===== config.mk =====
export PLATFORM = sky130hd
export DESIGN_NAME = pneumatic_clamp_sequencer
export DESIGN_NICKNAME = d
export VERILOG_FILES = /design/src/rtl/pcs_pkg.sv /design/src/rtl/pcs_cfg_regs.sv /design/src/rtl/pcs_core.sv /design/src/rtl/pneumatic_clamp_sequencer.sv
export SDC_FILE = /design/constraint.sdc
export NUM_CORES = 1
export LEC_CHECK = 0
export BUFFER_PORTS_ARGS = -buffer_cell sky130_fd_sc_hd__buf_2
export CAP_MARGIN = 20
export CORE_MARGIN = 2
export CORE_UTILIZATION = 55
export CTS_BUF_LIST = sky130_fd_sc_hd__clkbuf_8 sky130_fd_sc_hd__clkbuf_16
export DETAILED_ROUTE_END_ITERATION = 10
export GPL_ROUTABILITY_DRIVEN = 1
export GPL_TIMING_DRIVEN = 0
export HOLD_SLACK_MARGIN = 0.15
export PLACE_DENSITY = 0.75
export SLEW_MARGIN = 15
export SYNTH_ARGS = -nofsm -noshare
export SYNTH_HDL_FRONTEND = slang
export SYNTH_SLANG_ARGS = --single-unit

===== constraint.sdc =====
create_clock -name clk -period 7.4 [get_ports clk]
set_input_delay 0.74 -clock clk [delete_from_list [all_inputs] [get_ports clk]]
set_output_delay 0.74 -clock clk [all_outputs]
set_load 0.01 [all_outputs]

===== src/rtl/pcs_pkg.sv =====
// pcs_pkg: types and constants for the pneumatic clamp sequencer
// used by pcs_cfg_regs, pcs_core and pneumatic_clamp_sequencer; no dependencies
package pcs_pkg;

    localparam int unsigned CFG_IDX_W  = 3;
    localparam int unsigned CFG_DATA_W = 16;
    localparam int unsigned CNT_W      = 17;
    localparam int unsigned RUN_W      = 16;
    localparam int unsigned LIMIT_W    = 32;

    typedef enum logic [CFG_IDX_W-1:0] {
        CFG_ADAPTER_SET_ID = 3'd0,
        CFG_STEP_DELAY     = 3'd1,
        CFG_SAMPLE_PERIOD  = 3'd2,
        CFG_SET_PRESSURE   = 3'd3,
        CFG_MAX_REL_ERROR  = 3'd4,
        CFG_MAX_ERROR_RUN  = 3'd5
    } cfg_idx_t;

    localparam logic [3:0]  RST_ADAPTER_SET_ID = 4'd0;
    localparam logic [15:0] RST_STEP_DELAY     = 16'd100;
    localparam logic [15:0] RST_SAMPLE_PERIOD  = 16'd10;
    localparam logic [15:0] RST_SET_PRESSURE   = 16'd1000;
    localparam logic [15:0] RST_MAX_REL_ERROR  = 16'd6554;
    localparam logic [15:0] RST_MAX_ERROR_RUN  = 16'd5;
    localparam logic [LIMIT_W-1:0] RST_ERR_LIMIT = 32'd6554000;

    typedef enum logic [2:0] {
        DEV_NONE      = 3'd0,
        DEV_READY     = 3'd1,
        DEV_CLAMPING  = 3'd2,
        DEV_CLAMPED   = 3'd3,
        DEV_RELEASING = 3'd4,
        DEV_FAULT     = 3'd5,
        DEV_HALT      = 3'd6
    } dev_state_t;

    typedef enum logic [2:0] {
        STEP_NONE         = 3'd0,
        STEP_BLOCK        = 3'd1,
        STEP_BLOCK_WAIT   = 3'd2,
        STEP_CLAMP_WAIT   = 3'd3,
        STEP_START_REL    = 3'd4,
        STEP_REL_WAIT     = 3'd5,
        STEP_UNBLOCK_WAIT = 3'd6
    } step_t;

    typedef enum logic [2:0] {
        CMD_HOMING      = 3'd0,
        CMD_CLR_FAULT   = 3'd1,
        CMD_CLR_WARNING = 3'd2,
        CMD_CLR_HALT    = 3'd3,
        CMD_CLAMP       = 3'd4,
        CMD_RELEASE     = 3'd5,
        CMD_HALT        = 3'd6,
        CMD_CHECK_ADPT  = 3'd7
    } cmd_t;

    typedef enum logic [1:0] {
        UERR_NONE      = 2'd0,
        UERR_BLOCKED   = 2'd1,
        UERR_NOT_READY = 2'd2
    } user_err_t;

    typedef enum logic [2:0] {
        PROB_NONE         = 3'd0,
        PROB_TOP_OPEN     = 3'd1,
        PROB_BOT_OPEN     = 3'd2,
        PROB_TOP_MISMATCH = 3'd3,
        PROB_BOT_MISMATCH = 3'd4
    } problem_t;

    typedef enum logic [1:0] {
        RES_NONE = 2'd0,
        RES_OK   = 2'd1,
        RES_FAIL = 2'd2
    } op_result_t;

    localparam logic REQ_TICK = 1'b0;

    localparam logic [5:0] DRV_TOP        = 6'h01;
    localparam logic [5:0] DRV_BOT        = 6'h02;
    localparam logic [5:0] DRV_DEV        = 6'h04;
    localparam logic [5:0] DRV_ADPT_LAMP  = 6'h08;
    localparam logic [5:0] DRV_CLAMP_LAMP = 6'h10;
    localparam logic [5:0] DRV_SAFETY     = 6'h20;

    typedef struct packed {
        logic        req_type;
        cmd_t        command;
        logic        top_switch_open;
        logic        bottom_switch_open;
        logic [3:0]  top_adapter_id;
        logic [3:0]  bottom_adapter_id;
        logic [15:0] pressure_sample;
    } in_word_t;

    typedef struct packed {
        dev_state_t  device_state;
        step_t       step_state;
        user_err_t   user_error;
        problem_t    problem_code;
        op_result_t  op_result;
        logic        fault_reason;
        logic [5:0]  drive_bits;
        logic        top_mismatch;
        logic        bottom_mismatch;
    } out_word_t;

    typedef struct packed {
        logic [3:0]         adapter_set_id;
        logic [15:0]        step_delay;
        logic [15:0]        sample_period;
        logic [15:0]        set_pressure;
        logic [15:0]        max_error_run;
        logic [LIMIT_W-1:0] err_limit;
    } cfg_t;

endpackage


===== src/rtl/pcs_cfg_regs.sv =====
// pcs_cfg_regs: configuration registers and the registered pressure error limit
// depends on pcs_pkg
module pcs_cfg_regs (
    input  logic                                 clk,
    input  logic                                 rst_n,
    input  logic                                 cfg_we,
    input  logic [pcs_pkg::CFG_IDX_W-1:0]        cfg_index,
    input  logic [pcs_pkg::CFG_DATA_W-1:0]       cfg_wdata,
    output pcs_pkg::cfg_t                        cfg
);
    import pcs_pkg::*;

    logic [3:0]         adapter_set_id_reg;
    logic [15:0]        step_delay_reg;
    logic [15:0]        sample_period_reg;
    logic [15:0]        set_pressure_reg;
    logic [15:0]        max_rel_error_reg;
    logic [15:0]        max_error_run_reg;
    logic [LIMIT_W-1:0] err_limit_reg;
    logic [LIMIT_W-1:0] err_limit_next;

    always_ff @(posedge clk or negedge rst_n)
    begin
        if (!rst_n)
        begin
            adapter_set_id_reg <= RST_ADAPTER_SET_ID;
            step_delay_reg     <= RST_STEP_DELAY;
            sample_period_reg  <= RST_SAMPLE_PERIOD;
            set_pressure_reg   <= RST_SET_PRESSURE;
            max_rel_error_reg  <= RST_MAX_REL_ERROR;
            max_error_run_reg  <= RST_MAX_ERROR_RUN;
        end
        else if (cfg_we)
        begin
            unique case (cfg_idx_t'(cfg_index))
                CFG_ADAPTER_SET_ID: adapter_set_id_reg <= cfg_wdata[3:0];
                CFG_STEP_DELAY:     step_delay_reg     <= cfg_wdata;
                CFG_SAMPLE_PERIOD:  sample_period_reg  <= cfg_wdata;
                CFG_SET_PRESSURE:   set_pressure_reg   <= cfg_wdata;
                CFG_MAX_REL_ERROR:  max_rel_error_reg  <= cfg_wdata;
                CFG_MAX_ERROR_RUN:  max_error_run_reg  <= cfg_wdata;
                default: ;
            endcase
        end
    end

    // allowed error scaled by the set point, rebuilt every cycle
    assign err_limit_next = LIMIT_W'(max_rel_error_reg) * LIMIT_W'(set_pressure_reg);

    always_ff @(posedge clk or negedge rst_n)
    begin
        if (!rst_n)
        begin
            err_limit_reg <= RST_ERR_LIMIT;
        end
        else
        begin
            err_limit_reg <= err_limit_next;
        end
    end

    assign cfg.adapter_set_id = adapter_set_id_reg;
    assign cfg.step_delay     = step_delay_reg;
    assign cfg.sample_period  = sample_period_reg;
    assign cfg.set_pressure   = set_pressure_reg;
    assign cfg.max_error_run  = max_error_run_reg;
    assign cfg.err_limit      = err_limit_reg;

endmodule


===== src/rtl/pcs_core.sv =====
// pcs_core: input register, sequencer state update and result register
// depends on pcs_pkg; configuration comes from pcs_cfg_regs
module pcs_core (
    input  logic               clk,
    input  logic               rst_n,
    input  pcs_pkg::cfg_t      cfg,
    input  logic               in_valid,
    output logic               in_ready,
    input  pcs_pkg::in_word_t  in_data,
    output logic               out_valid,
    input  logic               out_ready,
    output pcs_pkg::out_word_t out_data
);
    import pcs_pkg::*;

    logic                 in_full_reg;
    in_word_t             in_word_reg;
    logic                 out_valid_reg;
    out_word_t            out_word_reg;
    logic                 step_fire;

    dev_state_t           state_reg, state_next;
    step_t                step_reg, step_next;
    logic [CNT_W-1:0]     delay_cnt_reg, delay_cnt_next;
    logic [CNT_W-1:0]     sample_cnt_reg, sample_cnt_next;
    logic [RUN_W-1:0]     bad_run_reg, bad_run_next;
    logic [5:0]           drive_reg, drive_next;
    problem_t             problem_reg, problem_next;
    op_result_t           result_reg, result_next;
    logic                 fault_reg, fault_next;
    logic [1:0]           mismatch_reg, mismatch_next;
    user_err_t            uerr;

    logic [15:0]          diff;
    logic [LIMIT_W-1:0]   scaled_diff;
    logic                 done;
    logic                 top_bad, bot_bad;

    assign step_fire = in_full_reg && (!out_valid_reg || out_ready);
    assign in_ready  = !in_full_reg || step_fire;
    assign out_valid = out_valid_reg;
    assign out_data  = out_word_reg;

    assign top_bad = in_word_reg.top_adapter_id != cfg.adapter_set_id;
    assign bot_bad = in_word_reg.bottom_adapter_id != cfg.adapter_set_id;
    assign diff = (in_word_reg.pressure_sample >= cfg.set_pressure)
                ? in_word_reg.pressure_sample - cfg.set_pressure
                : cfg.set_pressure - in_word_reg.pressure_sample;
    assign scaled_diff = {diff, 16'h0000};

    always_comb
    begin
        state_next      = state_reg;
        step_next       = step_reg;
        delay_cnt_next  = delay_cnt_reg;
        sample_cnt_next = sample_cnt_reg;
        bad_run_next    = bad_run_reg;
        drive_next      = drive_reg;
        problem_next    = problem_reg;
        result_next     = result_reg;
        fault_next      = fault_reg;
        mismatch_next   = mismatch_reg;
        uerr            = UERR_NONE;

        if (in_word_reg.req_type == REQ_TICK)
        begin
            if (delay_cnt_reg != '1)
            begin
                delay_cnt_next = delay_cnt_reg + CNT_W'(1);
            end
            if (sample_cnt_reg != '1)
            begin
                sample_cnt_next = sample_cnt_reg + CNT_W'(1);
            end
            if (sample_cnt_next > {1'b0, cfg.sample_period})
            begin
                sample_cnt_next = '0;
                if (state_reg == DEV_READY || state_reg == DEV_CLAMPING ||
                    state_reg == DEV_CLAMPED || state_reg == DEV_RELEASING)
                begin
                    if (scaled_diff > cfg.err_limit)
                    begin
                        if (bad_run_reg != '1)
                        begin
                            bad_run_next = bad_run_reg + RUN_W'(1);
                        end
                    end
                    else
                    begin
                        bad_run_next = '0;
                    end
                    if (bad_run_next > cfg.max_error_run)
                    begin
                        drive_next  = '0;
                        state_next  = DEV_FAULT;
                        step_next   = STEP_NONE;
                        fault_next  = 1'b1;
                        result_next = RES_FAIL;
                    end
                end
            end
        end
        else
        begin
            unique case (in_word_reg.command)
                CMD_HOMING:
                begin
                    if (state_reg == DEV_NONE)
                    begin
                        state_next = DEV_READY;
                        step_next  = STEP_NONE;
                    end
                    else if (state_reg != DEV_READY)
                    begin
                        uerr = UERR_BLOCKED;
                    end
                end
                CMD_CLR_FAULT:
                begin
                    if (state_reg == DEV_FAULT)
                    begin
                        state_next = DEV_NONE;
                        step_next  = STEP_NONE;
                        fault_next = 1'b0;
                    end
                end
                CMD_CLR_WARNING: ;
                CMD_CLR_HALT:
                begin
                    if (state_reg == DEV_HALT)
                    begin
                        state_next = DEV_READY;
                        step_next  = STEP_NONE;
                    end
                end
                CMD_CLAMP:
                begin
                    if (state_reg == DEV_READY)
                    begin
                        priority if (in_word_reg.top_switch_open)
                            problem_next = PROB_TOP_OPEN;
                        else if (in_word_reg.bottom_switch_open)
                            problem_next = PROB_BOT_OPEN;
                        else if (top_bad)
                            problem_next = PROB_TOP_MISMATCH;
                        else if (bot_bad)
                            problem_next = PROB_BOT_MISMATCH;
                        else
                            problem_next = PROB_NONE;
                        if (problem_next == PROB_NONE)
                        begin
                            result_next = RES_NONE;
                            state_next  = DEV_CLAMPING;
                            step_next   = STEP_BLOCK;
                        end
                        else
                        begin
                            result_next = RES_FAIL;
                        end
                    end
                    else if (state_reg == DEV_CLAMPING)
                    begin
                        uerr = UERR_BLOCKED;
                    end
                    else
                    begin
                        uerr = UERR_NOT_READY;
                    end
                end
                CMD_RELEASE:
                begin
                    if (state_reg == DEV_CLAMPED)
                    begin
                        result_next = RES_NONE;
                        state_next  = DEV_RELEASING;
                        step_next   = STEP_START_REL;
                    end
                    else if (state_reg == DEV_RELEASING)
                    begin
                        uerr = UERR_BLOCKED;
                    end
                    else
                    begin
                        uerr = UERR_NOT_READY;
                    end
                end
                CMD_HALT:
                begin
                    state_next = DEV_HALT;
                    step_next  = STEP_NONE;
                end
                CMD_CHECK_ADPT:
                begin
                    mismatch_next = {bot_bad, top_bad};
                end
                default: ;
            endcase
        end

        // clamp and release sub-steps, at most one per word
        done = delay_cnt_next > {1'b0, cfg.step_delay};
        if (state_next == DEV_CLAMPING || state_next == DEV_RELEASING)
        begin
            unique case (step_next)
                STEP_BLOCK:
                begin
                    delay_cnt_next = '0;
                    drive_next     = drive_next | DRV_TOP | DRV_BOT;
                    state_next     = DEV_CLAMPING;
                    step_next      = STEP_BLOCK_WAIT;
                end
                STEP_BLOCK_WAIT:
                begin
                    if (done)
                    begin
                        delay_cnt_next = '0;
                        drive_next     = drive_next | DRV_ADPT_LAMP | DRV_DEV;
                        state_next     = DEV_CLAMPING;
                        step_next      = STEP_CLAMP_WAIT;
                    end
                end
                STEP_CLAMP_WAIT:
                begin
                    if (done)
                    begin
                        drive_next  = drive_next | DRV_CLAMP_LAMP | DRV_SAFETY;
                        result_next = RES_OK;
                        state_next  = DEV_CLAMPED;
                        step_next   = STEP_NONE;
                    end
                end
                STEP_START_REL:
                begin
                    delay_cnt_next = '0;
                    drive_next     = drive_next & ~(DRV_SAFETY | DRV_CLAMP_LAMP | DRV_DEV);
                    state_next     = DEV_RELEASING;
                    step_next      = STEP_REL_WAIT;
                end
                STEP_REL_WAIT:
                begin
                    if (done)
                    begin
                        delay_cnt_next = '0;
                        drive_next     = drive_next & ~(DRV_TOP | DRV_BOT);
                        state_next     = DEV_RELEASING;
                        step_next      = STEP_UNBLOCK_WAIT;
                    end
                end
                STEP_UNBLOCK_WAIT:
                begin
                    if (done)
                    begin
                        drive_next  = drive_next & ~DRV_ADPT_LAMP;
                        result_next = RES_OK;
                        state_next  = DEV_READY;
                        step_next   = STEP_NONE;
                    end
                end
                default: ;
            endcase
        end
    end

    always_ff @(posedge clk or negedge rst_n)
    begin
        if (!rst_n)
        begin
            in_full_reg    <= 1'b0;
            out_valid_reg  <= 1'b0;
            state_reg      <= DEV_NONE;
            step_reg       <= STEP_NONE;
            delay_cnt_reg  <= '0;
            sample_cnt_reg <= '1;
            bad_run_reg    <= '0;
            drive_reg      <= '0;
            problem_reg    <= PROB_NONE;
            result_reg     <= RES_NONE;
            fault_reg      <= 1'b0;
            mismatch_reg   <= '0;
        end
        else
        begin
            if (in_valid && in_ready)
            begin
                in_full_reg <= 1'b1;
            end
            else if (step_fire)
            begin
                in_full_reg <= 1'b0;
            end

            if (step_fire)
            begin
                out_valid_reg  <= 1'b1;
                state_reg      <= state_next;
                step_reg       <= step_next;
                delay_cnt_reg  <= delay_cnt_next;
                sample_cnt_reg <= sample_cnt_next;
                bad_run_reg    <= bad_run_next;
                drive_reg      <= drive_next;
                problem_reg    <= problem_next;
                result_reg     <= result_next;
                fault_reg      <= fault_next;
                mismatch_reg   <= mismatch_next;
            end
            else if (out_ready)
            begin
                out_valid_reg <= 1'b0;
            end
        end
    end

    always_ff @(posedge clk)
    begin
        if (in_valid && in_ready)
        begin
            in_word_reg <= in_data;
        end
        if (step_fire)
        begin
            out_word_reg.device_state    <= state_next;
            out_word_reg.step_state      <= step_next;
            out_word_reg.user_error      <= uerr;
            out_word_reg.problem_code    <= problem_next;
            out_word_reg.op_result       <= result_next;
            out_word_reg.fault_reason    <= fault_next;
            out_word_reg.drive_bits      <= drive_next;
            out_word_reg.top_mismatch    <= mismatch_next[0];
            out_word_reg.bottom_mismatch <= mismatch_next[1];
        end
    end

    // outputs stay dropped while faulted
    a_fault_drive_off: assert property (@(posedge clk) disable iff (!rst_n)
        (state_reg == DEV_FAULT) |-> (drive_reg == '0))
        else $error("drive active in fault state");

    a_fault_flag: assert property (@(posedge clk) disable iff (!rst_n)
        (state_reg == DEV_FAULT) |-> fault_reg)
        else $error("fault state without fault reason");

    a_step_in_sequence: assert property (@(posedge clk) disable iff (!rst_n)
        (step_reg != STEP_NONE) |->
            (state_reg == DEV_CLAMPING || state_reg == DEV_RELEASING))
        else $error("sub-step outside clamp or release");

    a_held_word: assert property (@(posedge clk) disable iff (!rst_n)
        (in_full_reg && !step_fire) |=> (in_full_reg && $stable(in_word_reg)))
        else $error("stalled input word lost");

endmodule


===== src/rtl/pneumatic_clamp_sequencer.sv =====
// pneumatic_clamp_sequencer: top level of the clamp sequencer
// depends on pcs_pkg, pcs_cfg_regs and pcs_core
//
//   port group                  dir   meaning
//   in_valid/in_ready/in_data   in    tick or operator command word
//   out_valid/out_ready/out_data out  one status word per input word
//   cfg_we/cfg_index/cfg_wdata  in    register write, no wait
//
// one word per cycle sustained while out_ready is high; an accepted word goes into
// the input register, then the state update writes its result into the result register
// the state registers and the result register load together, so each word sees
// the state left by the one before
// reset clears state to none, counters to zero and the sample counter to all ones
// a result held by out_ready low stalls the input register; one more word is taken
module pneumatic_clamp_sequencer (
    input  logic                           clk,
    input  logic                           rst_n,
    input  logic                           in_valid,
    output logic                           in_ready,
    input  pcs_pkg::in_word_t              in_data,
    output logic                           out_valid,
    input  logic                           out_ready,
    output pcs_pkg::out_word_t             out_data,
    input  logic                           cfg_we,
    input  logic [pcs_pkg::CFG_IDX_W-1:0]  cfg_index,
    input  logic [pcs_pkg::CFG_DATA_W-1:0] cfg_wdata
);
    import pcs_pkg::*;

    cfg_t cfg;

    pcs_cfg_regs u_cfg_regs (
        .clk       (clk),
        .rst_n     (rst_n),
        .cfg_we    (cfg_we),
        .cfg_index (cfg_index),
        .cfg_wdata (cfg_wdata),
        .cfg       (cfg)
    );

    pcs_core u_core (
        .clk       (clk),
        .rst_n     (rst_n),
        .cfg       (cfg),
        .in_valid  (in_valid),
        .in_ready  (in_ready),
        .in_data   (in_data),
        .out_valid (out_valid),
        .out_ready (out_ready),
        .out_data  (out_data)
    );

endmodule

==> flow_summary.yaml <==
worst_setup_path:
  max_stage_delay_ps: 490
  rr_worst_depth: 35
  arrival_ps: 8080
  crit_start: "u_cfg_regs.set_pressure_reg[0]$_DFFE_PN0P_"
  required_ps: 7890
  path_max_fanout: 5
  r2r-start: "u_cfg_regs.set_pressure_reg[0]$_DFFE_PN0P_"
  cp_common_cell: "buf_8"
  ff2ff_setup_slack_ps: -180
  path_class: "reg2reg"
  crit_path_top_delay_cell: "or4_4"
  worstSetupEndpoint: "u_core.drive_reg[3]$_DFFE_PN0P_"
  crit_path_start_kind: "register"
  reg2reg_to: "u_core.drive_reg[3]$_DFFE_PN0P_"
  end_kind: "register"
route:
  drc: 0
  routedWlPerCell_um: 20.10
  via_per_inst: 5.849
  final_antenna_net_count: 0
  drt-total-wl_um: 62510
  via_count: 18191
  drt_iter0_markers: 1228
  first_pass_iters: 5
global_route:
  grt_pass1_wl_um: 96880
  grt_max_degree: 92
  first_global_vias: 18424
  antenna_found_initial: 4
  grt_remaining_overflow: 0
  grt_use_total: 0.2942
layout:
  syn_to_final_growth_pct: 15.06
  fillCellCount: 3091
  nNetsFinal: 3013
  largest_reg_flops: 32
  drive_gt1_frac: 0.1652
synthesis:
  ys_warn_count: 0
  ys_top_cells_by_area: "fa_1, dfrtp_1, ha_1"
  synth.cell_area_um2: 22360
  syn_avg_cell_area_um2: 9.338
  muxShareOfSynthArea: 0.03726
  ys_seq_elements: 240
  yosys_most_used_dff: "dfrtp_1"
  synthAdderAreaFrac: 0.2885
  synth_top_area_frac: 0.1755
  syn_inst: 2395
  synthArstFlopShare: 0.7833
  ys_types: 82
  synth_enable_flop_cells: 52
  synth-simple-area-share: 0.1648
  synth_compound_area_frac: 0.1173
  synth_xor_xnor_area_share: 0.03407
  yosysMostFrequentCell: "inv_1"
  syn-num-nets: 2847
  synth_area_leader_cell: "fa_1"
  synth_top_family_by_area: "adder cells"
  synthTopCellsByCount: "inv_1, nand2_1, ha_1, fa_1, dfrtp_1"
  yosysSeqAreaShare: 0.2826
cts:
  cts_buffers: 29
  clock_path_buffers: 3
  clk_latency_ps: 590
  path_clk_slew_ps: 70
  cts_tree: "yes"
  cts_root_buf: "clkbuf_16"
  cts.sinks: 240
  h-tree-depth: 1
sta:
  tns_ps: -2631
  fmax_mhz: 131.9
  hold_viol: 0
  rsz0062_at_grt: "true"
  tightest_slew_ps: 1001
  final_max_slew_viol_count: 0
  final.setup.worst_slack_ps: -183.5
  setup_viol: 34
  slew_headroom: 0.3314
  finalClockSkew_ps: 26.45
  period_minus_slack_ps: 7583
  period_share: 1.025
floorplanning:
  start_util: 0.5603
  die_area_um2: 42290
  ios: 78
  core_area_um2: 39910
  dieHeight_um: 205.6
  rows: 73
  die_x_um: 205.6
flow_run:
  maxCapViolations: 0
place:
  gp_congestion: 0.9264
  hpwlAfterDp_um: 46870
  io_buffers: 77
run_status:
  violations: "negative setup slack"
  outcome: "finished with violations"
worst_hold_path:
  hp-class: "in2reg"
## worst max-delay path: cells and delay by family, from the launching register on
family,cells,cell delay (ps)
AO/OA/AOI/OAI,13,3000
adder cells (fa/ha/maj),4,1070
XOR/XNOR,1,170
buffers and inverters,8,1060
multiplexers,1,120
flip-flops,1,430
AND/OR/NAND/NOR,8,1650
## layout make-up
| class | instances | area [um2] | share of cell area |
|---|---|---|---|
| Multi-Input combinational cell | 1710 | 14840 | 0.5767 |
| Sequential cell | 240 | 6326 | 0.2459 |
| Inverter | 343 | 1290 | 0.05013 |
| Timing Repair Buffer | 143 | 1023 | 0.03978 |
| Clock buffer | 34 | 805.8 | 0.03132 |
| Buffer | 94 | 669.4 | 0.02602 |
| Tap cell | 525 | 656.9 | 0.02553 |
| Clock inverter | 20 | 118.9 | 0.004620 |
| Antenna cell | 1 | 2.502 | 0.00009725 |
## cell usage in the layout (no fill, tap or decap), drive strengths merged, types with 12 or more instances in the layout
cell and n:
clkbuf 113, nand2 342, nand2b 20, o21ai 117
nor2 78, nor2b 29, nor3 31, dfrtp 145
ha 202, o31ai 21, o22ai 12, and3 22
fa 196, xor2 38, nor4 12, and2 115
and4 12, nand3 33, a21oi 82, nand4 27
a31oi 20, dfstp 43, buf 157, mux2 66
o21a 12, xnor2 49, edfxtp 52, a21o 30
inv 356
## through the flow
step / std cells / hold WS [ps] / area [um2] / setup WS [ps] / util
4_1_cts: 3091 / 288.7 / 25260 / -46.49 / 0.6329
5_1_grt: 3109 / 305.0 / 25730 / -411.1 / 0.6446
3_3_place_gp: 2997 / 457.5 / 23420 / -2331 / 0.5868
3_5_place_dp: 3001 / 466.5 / 23530 / -2376 / 0.5894
2_1_floorplan: 2395 / 444.4 / 22380 / 35.30 / -
6_report: 3110 / 319.3 / 25730 / -183.5 / 0.6447
## timing repair
| action | 4_1_cts | 5_1_grt |
|---|---|---|
| resized for setup | 117 | 72 |
| pin swaps | 41 | 60 |
| setup endpoints to repair | 50 | 50 |
| gates cloned | 0 | 2 |
| endpoints found under the hold margin | 32 | 0 |
| setup buffers | 43 | 16 |
| hold buffers | 1 | 0 |
## how the worst min path moves through the flow
stage | endpoint | from | slack, ps | depth (start not counted)
2_1_floorplan | u_cfg_regs.adapter_set_id_reg[0]$_DFFE_PN0P_ | rst_n | 440 | 0
3_3_place_gp | u_core.problem_reg[0]$_DFFE_PN0P_ | u_core.problem_reg[0]$_DFFE_PN0P_ | 460 | 2
3_5_place_dp | u_core.mismatch_reg[0]$_DFFE_PN0P_ | u_core.mismatch_reg[0]$_DFFE_PN0P_ | 470 | 2
4_1_cts | u_core.in_word_reg[23]$_DFFE_PP_ | in_data[23] | 290 | 1
5_1_grt | u_core.in_word_reg[17]$_DFFE_PP_ | in_data[17] | 300 | 1
6_report | u_core.in_word_reg[23]$_DFFE_PP_ | in_data[23] | 320 | 1
## routing by layer
layer / track usage / vias up / part of all wire
li1: - / 8278 / -
met1: 0.3831 / 9060 / 0.40
met2: 0.4867 / 681 / 0.48
met4: 0.1426 / 2 / 0.054
met3: 0.03769 / 170 / 0.060
met5: 0 / - / 0.00021
## cell families after synthesis
kind of cell,count (synthesis)
muxes,75
AOI/OAI and AO/OA,399
and+or+nand+nor,751
buffers and inverters,445
xor gates and xnor gates,87
adders and majority gates,398
DFF,240
Power is left out: the tool's default activity adds up to more than one toggle a clock period on the data nets, which glitch-free logic cannot reach.
